**src/hw/rtl/bfr_pkg.sv**
```systemverilog
// bfr_pkg: shared constants, field widths, mode codes and the extraction control
// struct for the bit field reader. No dependencies.
`timescale 1ns / 1ps
`default_nettype none

package bfr_pkg;

   localparam int BUFFER_BYTES_DEF   = 256;
   localparam int MAX_FIELD_BITS_DEF = 32;

   localparam int MODE_W     = 3;
   localparam int BITCNT_W   = 6;
   localparam int VALUE_W    = 32;
   localparam int NUM_BANKS  = 8;
   localparam int BANK_SEL_W = 3;

   localparam int CNT_W_DEF = $clog2(BUFFER_BYTES_DEF + 1);
   localparam int POS_W_DEF = CNT_W_DEF + 3;

   localparam logic [MODE_W-1:0] MODE_LOAD  = 3'd0;
   localparam logic [MODE_W-1:0] MODE_PEEK  = 3'd1;
   localparam logic [MODE_W-1:0] MODE_READ  = 3'd2;
   localparam logic [MODE_W-1:0] MODE_ALIGN = 3'd3;
   localparam logic [MODE_W-1:0] MODE_CLEAR = 3'd4;

   typedef struct packed {
      logic                  ext;
      logic                  msb_first;
      logic [BANK_SEL_W-1:0] byte_off;
      logic [2:0]            bit_off;
      logic [BITCNT_W-1:0]   bit_count;
   } bfr_ctrl_type;

endpackage

`default_nettype wire

```
**src/hw/rtl/bfr_req_if.sv**
```systemverilog
// bfr_req_if: request channel of the bit field reader (valid/ready plus request fields).
// Depends on bfr_pkg.
`timescale 1ns / 1ps
`default_nettype none

interface bfr_req_if;
   import bfr_pkg::*;

   logic                valid;
   logic                ready;
   logic [MODE_W-1:0]   mode;
   logic [7:0]          data_byte;
   logic [BITCNT_W-1:0] bit_count;
   logic                msb_first;

   modport source (output valid, mode, data_byte, bit_count, msb_first, input ready);
   modport sink   (input valid, mode, data_byte, bit_count, msb_first, output ready);
endinterface

`default_nettype wire

```
**src/hw/rtl/bfr_rsp_if.sv**
```systemverilog
// bfr_rsp_if: response channel of the bit field reader (valid/ready plus result fields).
// Depends on bfr_pkg.
`timescale 1ns / 1ps
`default_nettype none

interface bfr_rsp_if #(
   parameter int POS_W = bfr_pkg::POS_W_DEF,
   parameter int CNT_W = bfr_pkg::CNT_W_DEF
);
   import bfr_pkg::*;

   logic               valid;
   logic               ready;
   logic [VALUE_W-1:0] value;
   logic               short_error;
   logic [POS_W-1:0]   bit_position;
   logic [CNT_W-1:0]   byte_position;

   modport source (output valid, value, short_error, bit_position, byte_position,
                   input ready);
   modport sink   (input valid, value, short_error, bit_position, byte_position,
                   output ready);
endinterface

`default_nettype wire

```
**src/hw/rtl/bfr_byte_banks.sv**
```systemverilog
// bfr_byte_banks: byte buffer split into eight banks by byte address, one write port
// and a registered read of eight consecutive bytes. Depends on bfr_pkg.
`timescale 1ns / 1ps
`default_nettype none

module bfr_byte_banks #(
   parameter int BUFFER_BYTES = bfr_pkg::BUFFER_BYTES_DEF
) (
   input  wire logic                            clock,
   input  wire logic                            wr_en,
   input  wire logic [$clog2(BUFFER_BYTES)-1:0] wr_addr,
   input  wire logic [7:0]                      wr_data,
   input  wire logic                            rd_en,
   input  wire logic [$clog2(BUFFER_BYTES)-1:0] rd_addr,
   output logic      [7:0]                      rd_data [bfr_pkg::NUM_BANKS]
);
   import bfr_pkg::*;

   localparam int BANK_DEPTH = (BUFFER_BYTES + NUM_BANKS - 1) / NUM_BANKS;
   localparam int ROW_W      = (BANK_DEPTH > 1) ? $clog2(BANK_DEPTH) : 1;

   for (genvar b = 0; b < NUM_BANKS; b++) begin : g_bank
      logic [7:0]       mem [BANK_DEPTH];
      logic [ROW_W-1:0] wr_row;
      logic [ROW_W-1:0] rd_row;
      logic [7:0]       rd_q;

      assign wr_row = ROW_W'(wr_addr >> BANK_SEL_W);
      // banks below the start bank hold bytes of the next row
      assign rd_row = ROW_W'(rd_addr >> BANK_SEL_W)
                    + ((BANK_SEL_W'(b) < rd_addr[BANK_SEL_W-1:0]) ? ROW_W'(1) : ROW_W'(0));

      always_ff @(posedge clock) begin
         if (wr_en && (wr_addr[BANK_SEL_W-1:0] == BANK_SEL_W'(b))) begin
            mem[wr_row] <= wr_data;
         end
      end

      always_ff @(posedge clock) begin
         if (rd_en) begin
            rd_q <= mem[rd_row];
         end
      end

      assign rd_data[b] = rd_q;
   end

endmodule

`default_nettype wire

```
**src/hw/rtl/bfr_extract.sv**
```systemverilog
// bfr_extract: lines up the bank bytes into a stream window and pulls out the
// requested field lsb-first or msb-first. Depends on bfr_pkg.
`timescale 1ns / 1ps
`default_nettype none

module bfr_extract #(
   parameter int MAX_FIELD_BITS = bfr_pkg::MAX_FIELD_BITS_DEF
) (
   input  wire logic [7:0]                   bank_data [bfr_pkg::NUM_BANKS],
   input  wire bfr_pkg::bfr_ctrl_type        ctrl,
   output logic      [bfr_pkg::VALUE_W-1:0]  value
);
   import bfr_pkg::*;

   // a field may start anywhere in its first byte
   localparam int WIN_BYTES = (MAX_FIELD_BITS + 14) / 8;
   localparam int WIN_W     = WIN_BYTES * 8;

   logic [WIN_W-1:0]   lsb_win;
   logic [WIN_W-1:0]   msb_win;
   logic [WIN_W-1:0]   lsb_sh;
   logic [WIN_W-1:0]   msb_sh;
   logic [VALUE_W:0]   mask;
   logic [VALUE_W-1:0] lsb_val;
   logic [VALUE_W-1:0] msb_val;

   always_comb begin
      for (int k = 0; k < WIN_BYTES; k++) begin
         lsb_win[8*k +: 8]             = bank_data[BANK_SEL_W'(ctrl.byte_off + BANK_SEL_W'(k))];
         msb_win[WIN_W-8-8*k +: 8]     = bank_data[BANK_SEL_W'(ctrl.byte_off + BANK_SEL_W'(k))];
      end
   end

   assign lsb_sh  = lsb_win >> ctrl.bit_off;
   assign mask    = ((VALUE_W+1)'(1) << ctrl.bit_count) - (VALUE_W+1)'(1);
   assign lsb_val = VALUE_W'(lsb_sh) & mask[VALUE_W-1:0];

   // first stream bit sits at the top of the window after the shift
   assign msb_sh  = msb_win << ctrl.bit_off;
   assign msb_val = VALUE_W'(msb_sh >> (WIN_W - int'(ctrl.bit_count)));

   assign value = !ctrl.ext ? '0 : (ctrl.msb_first ? msb_val : lsb_val);

endmodule

`default_nettype wire

```
**src/hw/rtl/bit_field_reader.sv**
```systemverilog
// bit_field_reader: top level of the bit reader over a banked byte buffer.
// Depends on bfr_pkg, bfr_req_if, bfr_rsp_if, bfr_byte_banks and bfr_extract.
//
// Usage:
//   req channel: one request per transfer; mode selects load byte, peek bits,
//   read bits, align to byte or clear. Every request gives exactly one response.
//   rsp channel: extracted value (zero on error), short_error, the bit position
//   after the request and the byte count consumed, rounded up.
// Path: each request passes the read stage, then the output register.
// Throughput: one request per cycle unless stalled. Position and fill count update
//   at the request transfer from the request fields and the state registers alone,
//   and the buffer is banked eight ways so the five bytes a field can touch come
//   out of one registered read; the next request sees the new position at once.
// Reset: synchronous; buffer is emptied and the position rewinds to zero. Buffer
//   contents are not cleared, only the fill count, so no bytes are ever read
//   that were not loaded.
// Stall: with rsp_chan.ready low the output register holds its response, the
//   read stage fills, and then req_chan.ready drops until the response is taken.
`timescale 1ns / 1ps
`default_nettype none

module bit_field_reader #(
   parameter int BUFFER_BYTES   = bfr_pkg::BUFFER_BYTES_DEF,
   parameter int MAX_FIELD_BITS = bfr_pkg::MAX_FIELD_BITS_DEF
) (
   input wire logic   clock,
   input wire logic   reset,
   bfr_req_if.sink    req_chan,
   bfr_rsp_if.source  rsp_chan
);
   import bfr_pkg::*;

   localparam int CNT_W  = $clog2(BUFFER_BYTES + 1);
   localparam int POS_W  = CNT_W + 3;
   localparam int ADDR_W = $clog2(BUFFER_BYTES);

   // state
   logic [CNT_W-1:0] count_ff, count_in;
   logic [POS_W-1:0] pos_ff, pos_in;

   // read stage
   logic             s1_valid_ff, s1_valid_in;
   bfr_ctrl_type     s1_ctrl_ff, s1_ctrl_in;
   logic             s1_err_ff;
   logic [POS_W-1:0] s1_pos_ff;

   // output register
   logic               out_valid_ff, out_valid_in;
   logic [VALUE_W-1:0] out_value_ff;
   logic               out_err_ff;
   logic [POS_W-1:0]   out_pos_ff;
   logic [CNT_W-1:0]   out_bpos_ff;

   logic               accept;
   logic               out_free;
   logic               s1_move;
   logic               is_fetch;
   logic [POS_W-1:0]   avail;
   logic [POS_W-1:0]   remain;
   logic               req_err;
   logic               req_ext;
   logic               wr_en;
   logic [7:0]         bank_data [NUM_BANKS];
   logic [VALUE_W-1:0] ext_value;

   assign out_free       = !out_valid_ff || rsp_chan.ready;
   assign s1_move        = s1_valid_ff && out_free;
   assign req_chan.ready = !s1_valid_ff || out_free;
   assign accept         = req_chan.valid && req_chan.ready;

   assign is_fetch = (req_chan.mode == MODE_PEEK) || (req_chan.mode == MODE_READ);
   assign avail    = {count_ff, 3'b000};
   assign remain   = avail - pos_ff;
   assign req_err  = is_fetch && (req_chan.bit_count != '0)
                   && ((req_chan.bit_count > BITCNT_W'(MAX_FIELD_BITS))
                       || (pos_ff > avail)
                       || (POS_W'(req_chan.bit_count) > remain));
   assign req_ext  = is_fetch && (req_chan.bit_count != '0) && !req_err;
   assign wr_en    = accept && (req_chan.mode == MODE_LOAD)
                   && (count_ff < CNT_W'(BUFFER_BYTES));

   always_comb begin
      count_in = count_ff;
      pos_in   = pos_ff;
      unique case (req_chan.mode)
         MODE_LOAD: begin
            if (count_ff < CNT_W'(BUFFER_BYTES)) begin
               count_in = count_ff + CNT_W'(1);
            end
         end
         MODE_PEEK: begin
         end
         MODE_READ: begin
            if (req_ext) begin
               pos_in = pos_ff + POS_W'(req_chan.bit_count);
            end
         end
         MODE_ALIGN: begin
            pos_in = (pos_ff + POS_W'(7)) & ~POS_W'(7);
         end
         MODE_CLEAR: begin
            count_in = '0;
            pos_in   = '0;
         end
         default: begin
         end
      endcase
   end

   always_comb begin
      s1_ctrl_in.ext       = req_ext;
      s1_ctrl_in.msb_first = req_chan.msb_first;
      s1_ctrl_in.byte_off  = pos_ff[3 +: BANK_SEL_W];
      s1_ctrl_in.bit_off   = pos_ff[2:0];
      s1_ctrl_in.bit_count = req_chan.bit_count;
   end

   assign s1_valid_in  = accept || (s1_valid_ff && !s1_move);
   assign out_valid_in = s1_move || (out_valid_ff && !rsp_chan.ready);

   always_ff @(posedge clock) begin
      if (reset) begin
         count_ff     <= '0;
         pos_ff       <= '0;
         s1_valid_ff  <= 1'b0;
         out_valid_ff <= 1'b0;
      end else begin
         s1_valid_ff  <= s1_valid_in;
         out_valid_ff <= out_valid_in;
         if (accept) begin
            count_ff <= count_in;
            pos_ff   <= pos_in;
         end
      end
   end

   always_ff @(posedge clock) begin
      if (accept) begin
         s1_ctrl_ff <= s1_ctrl_in;
         s1_err_ff  <= req_err;
         s1_pos_ff  <= pos_in;
      end
      if (s1_move) begin
         out_value_ff <= ext_value;
         out_err_ff   <= s1_err_ff;
         out_pos_ff   <= s1_pos_ff;
         out_bpos_ff  <= CNT_W'((s1_pos_ff + POS_W'(7)) >> 3);
      end
   end

   bfr_byte_banks #(
      .BUFFER_BYTES (BUFFER_BYTES)
   ) u_banks (
      .clock   (clock),
      .wr_en   (wr_en),
      .wr_addr (ADDR_W'(count_ff)),
      .wr_data (req_chan.data_byte),
      .rd_en   (accept),
      .rd_addr (ADDR_W'(pos_ff >> 3)),
      .rd_data (bank_data)
   );

   bfr_extract #(
      .MAX_FIELD_BITS (MAX_FIELD_BITS)
   ) u_extract (
      .bank_data (bank_data),
      .ctrl      (s1_ctrl_ff),
      .value     (ext_value)
   );

   assign rsp_chan.valid         = out_valid_ff;
   assign rsp_chan.value         = out_value_ff;
   assign rsp_chan.short_error   = out_err_ff;
   assign rsp_chan.bit_position  = out_pos_ff;
   assign rsp_chan.byte_position = out_bpos_ff;

endmodule

`default_nettype wire
```
**src/flat_wrapper.sv**
```systemverilog
// flat-port wrapper written by rule: the top's interface ports become plain ports
module bit_field_reader_flat import bfr_pkg::*;
#(
   parameter int BUFFER_BYTES   = bfr_pkg::BUFFER_BYTES_DEF,
   parameter int MAX_FIELD_BITS = bfr_pkg::MAX_FIELD_BITS_DEF
)
  (clock, reset, req_chan_valid, req_chan_mode, req_chan_data_byte, req_chan_bit_count, req_chan_msb_first, req_chan_ready, rsp_chan_valid, rsp_chan_value, rsp_chan_short_error, rsp_chan_bit_position, rsp_chan_byte_position, rsp_chan_ready);
  bfr_req_if req_chan_i ();
  bfr_rsp_if rsp_chan_i ();
  input wire logic clock;
  input wire logic reset;
  input wire logic [$bits(req_chan_i.valid)-1:0] req_chan_valid;
  input wire logic [$bits(req_chan_i.mode)-1:0] req_chan_mode;
  input wire logic [$bits(req_chan_i.data_byte)-1:0] req_chan_data_byte;
  input wire logic [$bits(req_chan_i.bit_count)-1:0] req_chan_bit_count;
  input wire logic [$bits(req_chan_i.msb_first)-1:0] req_chan_msb_first;
  output wire logic [$bits(req_chan_i.ready)-1:0] req_chan_ready;
  output wire logic [$bits(rsp_chan_i.valid)-1:0] rsp_chan_valid;
  output wire logic [$bits(rsp_chan_i.value)-1:0] rsp_chan_value;
  output wire logic [$bits(rsp_chan_i.short_error)-1:0] rsp_chan_short_error;
  output wire logic [$bits(rsp_chan_i.bit_position)-1:0] rsp_chan_bit_position;
  output wire logic [$bits(rsp_chan_i.byte_position)-1:0] rsp_chan_byte_position;
  input wire logic [$bits(rsp_chan_i.ready)-1:0] rsp_chan_ready;
  assign req_chan_i.valid = req_chan_valid;
  assign req_chan_i.mode = req_chan_mode;
  assign req_chan_i.data_byte = req_chan_data_byte;
  assign req_chan_i.bit_count = req_chan_bit_count;
  assign req_chan_i.msb_first = req_chan_msb_first;
  assign req_chan_ready = req_chan_i.ready;
  assign rsp_chan_valid = rsp_chan_i.valid;
  assign rsp_chan_value = rsp_chan_i.value;
  assign rsp_chan_short_error = rsp_chan_i.short_error;
  assign rsp_chan_bit_position = rsp_chan_i.bit_position;
  assign rsp_chan_byte_position = rsp_chan_i.byte_position;
  assign rsp_chan_i.ready = rsp_chan_ready;
  bit_field_reader #(.BUFFER_BYTES(BUFFER_BYTES), .MAX_FIELD_BITS(MAX_FIELD_BITS)) u_core (.clock(clock), .reset(reset), .req_chan(req_chan_i), .rsp_chan(rsp_chan_i));
endmodule
```
**config.mk**
```make
export PLATFORM = sky130hd
export DESIGN_NAME = bit_field_reader_flat
export DESIGN_NICKNAME = d
export VERILOG_FILES = /design/src/hw/rtl/bfr_pkg.sv /design/src/hw/rtl/bfr_req_if.sv /design/src/hw/rtl/bfr_rsp_if.sv /design/src/hw/rtl/bfr_byte_banks.sv /design/src/hw/rtl/bfr_extract.sv /design/src/hw/rtl/bit_field_reader.sv /design/src/flat_wrapper.sv
export SDC_FILE = /design/constraint.sdc
export NUM_CORES = 2
export LEC_CHECK = 0
export BUFFER_PORTS_ARGS = -buffer_cell sky130_fd_sc_hd__buf_2
export CAP_MARGIN = 15
export CORE_ASPECT_RATIO = 1.25
export CORE_MARGIN = 1.5
export CORE_UTILIZATION = 57
export DETAILED_ROUTE_END_ITERATION = 8
export PLACE_DENSITY = 0.86
export SYNTH_ARGS = -nofsm -noshare
export SYNTH_HDL_FRONTEND = slang
export SYNTH_HIERARCHICAL = 1
export SYNTH_SLANG_ARGS = --single-unit
```
**constraint.sdc**
```tcl
create_clock -name clock -period 5.6 [get_ports clock]
set_input_delay 0.84 -clock clock [delete_from_list [all_inputs] [get_ports clock]]
set_output_delay 0.84 -clock clock [all_outputs]
set_load 0.02 [all_outputs]
```
==> results.toml <==
[clocking]
clock_path_buffers = 3
cts-hold-fix-buffers = 0
insertion_delay_ns = 0.86
cts_resized = 0
cts_tree = "built"
cts_setup_buffers = 0
clockRootBuffer = "clkbuf_16"
clkSinkCount = 2216
clk_pin_slew_ns = 0.06
cts_buffers = 192
htree_levels = 4

[yosys]
ys_ff_latch = 2216
synth_area_per_cell_sq_um = 17.3
synth.distinct_cells = 105
synth_edf_count = 2193
synthArstFlopShare = 0
syn_inst = 5718
yosys_warnings = 6
syn-num-nets = 5788
ys.flop_type = "edfxtp_1"
synth_area_sq_um = 98800
ys_seq_area_frac = 0.671

[worst_setup_path]
critPathLaunch = "u_core/s1_ctrl_ff[9]"
path_max_fanout = 49
critPathArrivalTime_ns = 5.51
end_kind = "flop"
endpoint = "u_core/rsp_chan.value[4]"
start_kind = "flop"
cp_common_cell = "mux4_2"
rrSetupSlack_ns = 0.65
crit_chain = "inv_2 -> ha_4 -> buf_4 -> mux2_1 -> mux4_2 -> mux4_2 -> a32oi_1 -> a221o_1 -> o21ai_0 -> a2111oi_0 -> a31oi_1"
r2r-start = "u_core/s1_ctrl_ff[9]"
ff2ff_path_depth = 11
r2r-end = "u_core/rsp_chan.value[4]"
cpPeakStageDelay_ns = 0.73
crit_type = "reg -> reg"
cp_slowest_cell = "ha_4"
required_ns = 6.16

[sta]
max_freq_mhz = 202
rsz0062_at_grt = "false"
timing.setup.tns_ns = 0
slew_viol_final = 150
finalSetupViolations = 0
slew_headroom = -0.228
worst_pin_slew_ns = 1.84
setup_slack_ns = 0.653
skew_ns = 0.0314
hold_violations = 0
period_minus_slack_ns = 4.95
period_share = 0.883

[grt]
antenna_found_initial = 16
grt_pass1_vias = 59200
grt_overflow_total = 0
grt_use_total = 0.337
grt_max_degree = 218
grt_pass1_wl_um = 426000

[pwr]
p_per_area_nw_per_um2 = 322
seqPwrFrac = 0.530
vdd_drop_max_mv = 0.372
pwr-share-comb = 0.076
switching_share = 0.231
pwr-share-clk = 0.394
switching_power_mw = 8.03
p_int_mw = 26.7
p_leak_nw = 32.9

[detailed_routing]
ant_nets = 0
first_pass_iters = 8
remaining_drc_errors = 0
routedWlPerCell_um = 36.1
routed_via_density = 7.34
drt_iter0_drc = 9859
drt_wl_total_um = 297000
vias = 60300

[die]
rows = 170
chipWidth_um = 375
die_h_um = 468
core-area_sq_um = 172000
ioPinCount = 78
start_util = 0.575
die-area_sq_um = 176000

[worst_hold_path]
hold_class = "in -> reg"

[outcome]
violations = "max-slew violations"
status = "finished, violations left"

[final_layout]
mostFrequentLayoutCells = "edfxtp_1, mux4_2, mux2i_1"
final_common_cell = "edfxtp_1"
fin_nets = 5861
stdcell_count = 8215
fin_area_sq_um = 108000
utilization = 0.629
drive_above_1_share = 0.214
syn_to_final_growth_pct = 9.38

[placement]
placed_cell_area_sq_um = 102000
dp_cells = 7832
place_hpwl_um = 176000
pre_cts_slack_ns = 0.735
gp_congestion = 1.04
portBuffers = 77

[flow_run]
maxCapViolCount = 0
## worst max-delay path, delay by kind of cell, from the launching register on
| family | cells | cell delay [ns] |
|---|---|---|
| AO/OA/AOI/OAI | 5 | 1.73 |
| adder cells (fa/ha/maj) | 1 | 0.73 |
| buffers and inverters | 2 | 0.41 |
| flip-flops | 1 | 0.44 |
| multiplexers | 3 | 1.35 |
## cell usage after synthesis, types with 44 or more instances
| cell | count | area, sq um |
|---|---|---|
| nor3_1 | 52 | 260 |
| o21ai_0 | 118 | 591 |
| nor2_1 | 443 | 1660 |
| nand3_1 | 77 | 385 |
| edfxtp_1 | 2193 | 65900 |
| mux4_2 | 552 | 12400 |
| mux2_2 | 62 | 698 |
| o211ai_1 | 47 | 353 |
| inv_1 | 44 | 165 |
| ha_1 | 47 | 588 |
| mux2i_1 | 446 | 4460 |
| a22oi_1 | 53 | 398 |
| buf_2 | 84 | 420 |
| nand2_1 | 364 | 1370 |
| a32o_1 | 60 | 601 |
| a221oi_2 | 57 | 856 |
| buf_4 | 67 | 503 |
| clkbuf_1 | 139 | 522 |
| a21oi_1 | 137 | 686 |
## area by class of cell
cell class | instances | area (sq um)
Inverter | 50 | 190
Tap cell | 2236 | 2800
Antenna cell | 26 | 65.1
Clock buffer | 227 | 4980
Sequential cell | 2216 | 66300
Multi-Input combinational cell | 3109 | 30600
Fill cell | 11000 | 63800
Timing Repair Buffer | 222 | 1740
Clock inverter | 129 | 1350
## logic make-up after synthesis
logic type	Yosys count	share of synthesized area
muxes	1082	0.181
DFF	2216	0.671
xor gates and xnor gates	64	0.00769
adders and majority gates	48	0.00616
AOI/OAI and AO/OA	814	0.0646
buffers and inverters	393	0.0207
and+or+nand+nor	1101	0.0486
## registers in the layout (all words and copies together), names as in the netlist
register,count
u_core/count_ff,9
u_core/pos_ff,12
u_core/rsp_chan.bit_position,12
u_core/rsp_chan.byte_position,9
u_core/rsp_chan.short_error,1
u_core/rsp_chan.valid,1
u_core/rsp_chan.value,32
u_core/s1_ctrl_ff,14
u_core/s1_err_ff,1
u_core/s1_pos_ff,12
u_core/s1_valid_ff,1
u_core/u_banks/g_bank.mem,2048
u_core/u_banks/g_bank.rd_q,64
## power by group through the flow
stage / Clock [mW] / Combinational, mW / Sequential [mW]
2_1_floorplan: 0 / 1.55 / 18.7
3_3_place_gp: 0 / 2.49 / 18.8
3_5_place_dp: 0 / 2.53 / 18.8
4_1_cts: 13.7 / 2.56 / 18.4
5_1_grt: 14.3 / 2.74 / 18.4
6_report: 13.7 / 2.65 / 18.4
## per-stage QoR
step                      hold slack, ns  total power, mW
final                              0.180             34.8
after global routing               0.158             35.4
after CTS                          0.113             34.7
after detailed placement           0.430             21.3
after global placement             0.403             21.3
after floorplan                    0.400             20.3
## worst min path at each step
stage | cells past startpoint | startpoint | slack, ns | to
after detailed placement | 0 | u_core/s1_err_ff | 0.43 | u_core/rsp_chan.short_error
after global routing | 1 | req_chan_msb_first | 0.16 | u_core/s1_ctrl_ff[12]
after global placement | 0 | u_core/s1_err_ff | 0.40 | u_core/rsp_chan.short_error
after CTS | 1 | req_chan_msb_first | 0.11 | u_core/s1_ctrl_ff[12]
final | 1 | req_chan_msb_first | 0.18 | u_core/s1_ctrl_ff[12]
after floorplan | 0 | u_core/s1_err_ff | 0.40 | u_core/rsp_chan.short_error
## metal layers
layer  GRT usage  routed length [um]
met5           0                  83
met4       0.238               25400
met3      0.0771               34500
met2       0.545              142000
met1       0.405               95000
Note: power is estimated with default switching activity, not from simulation.
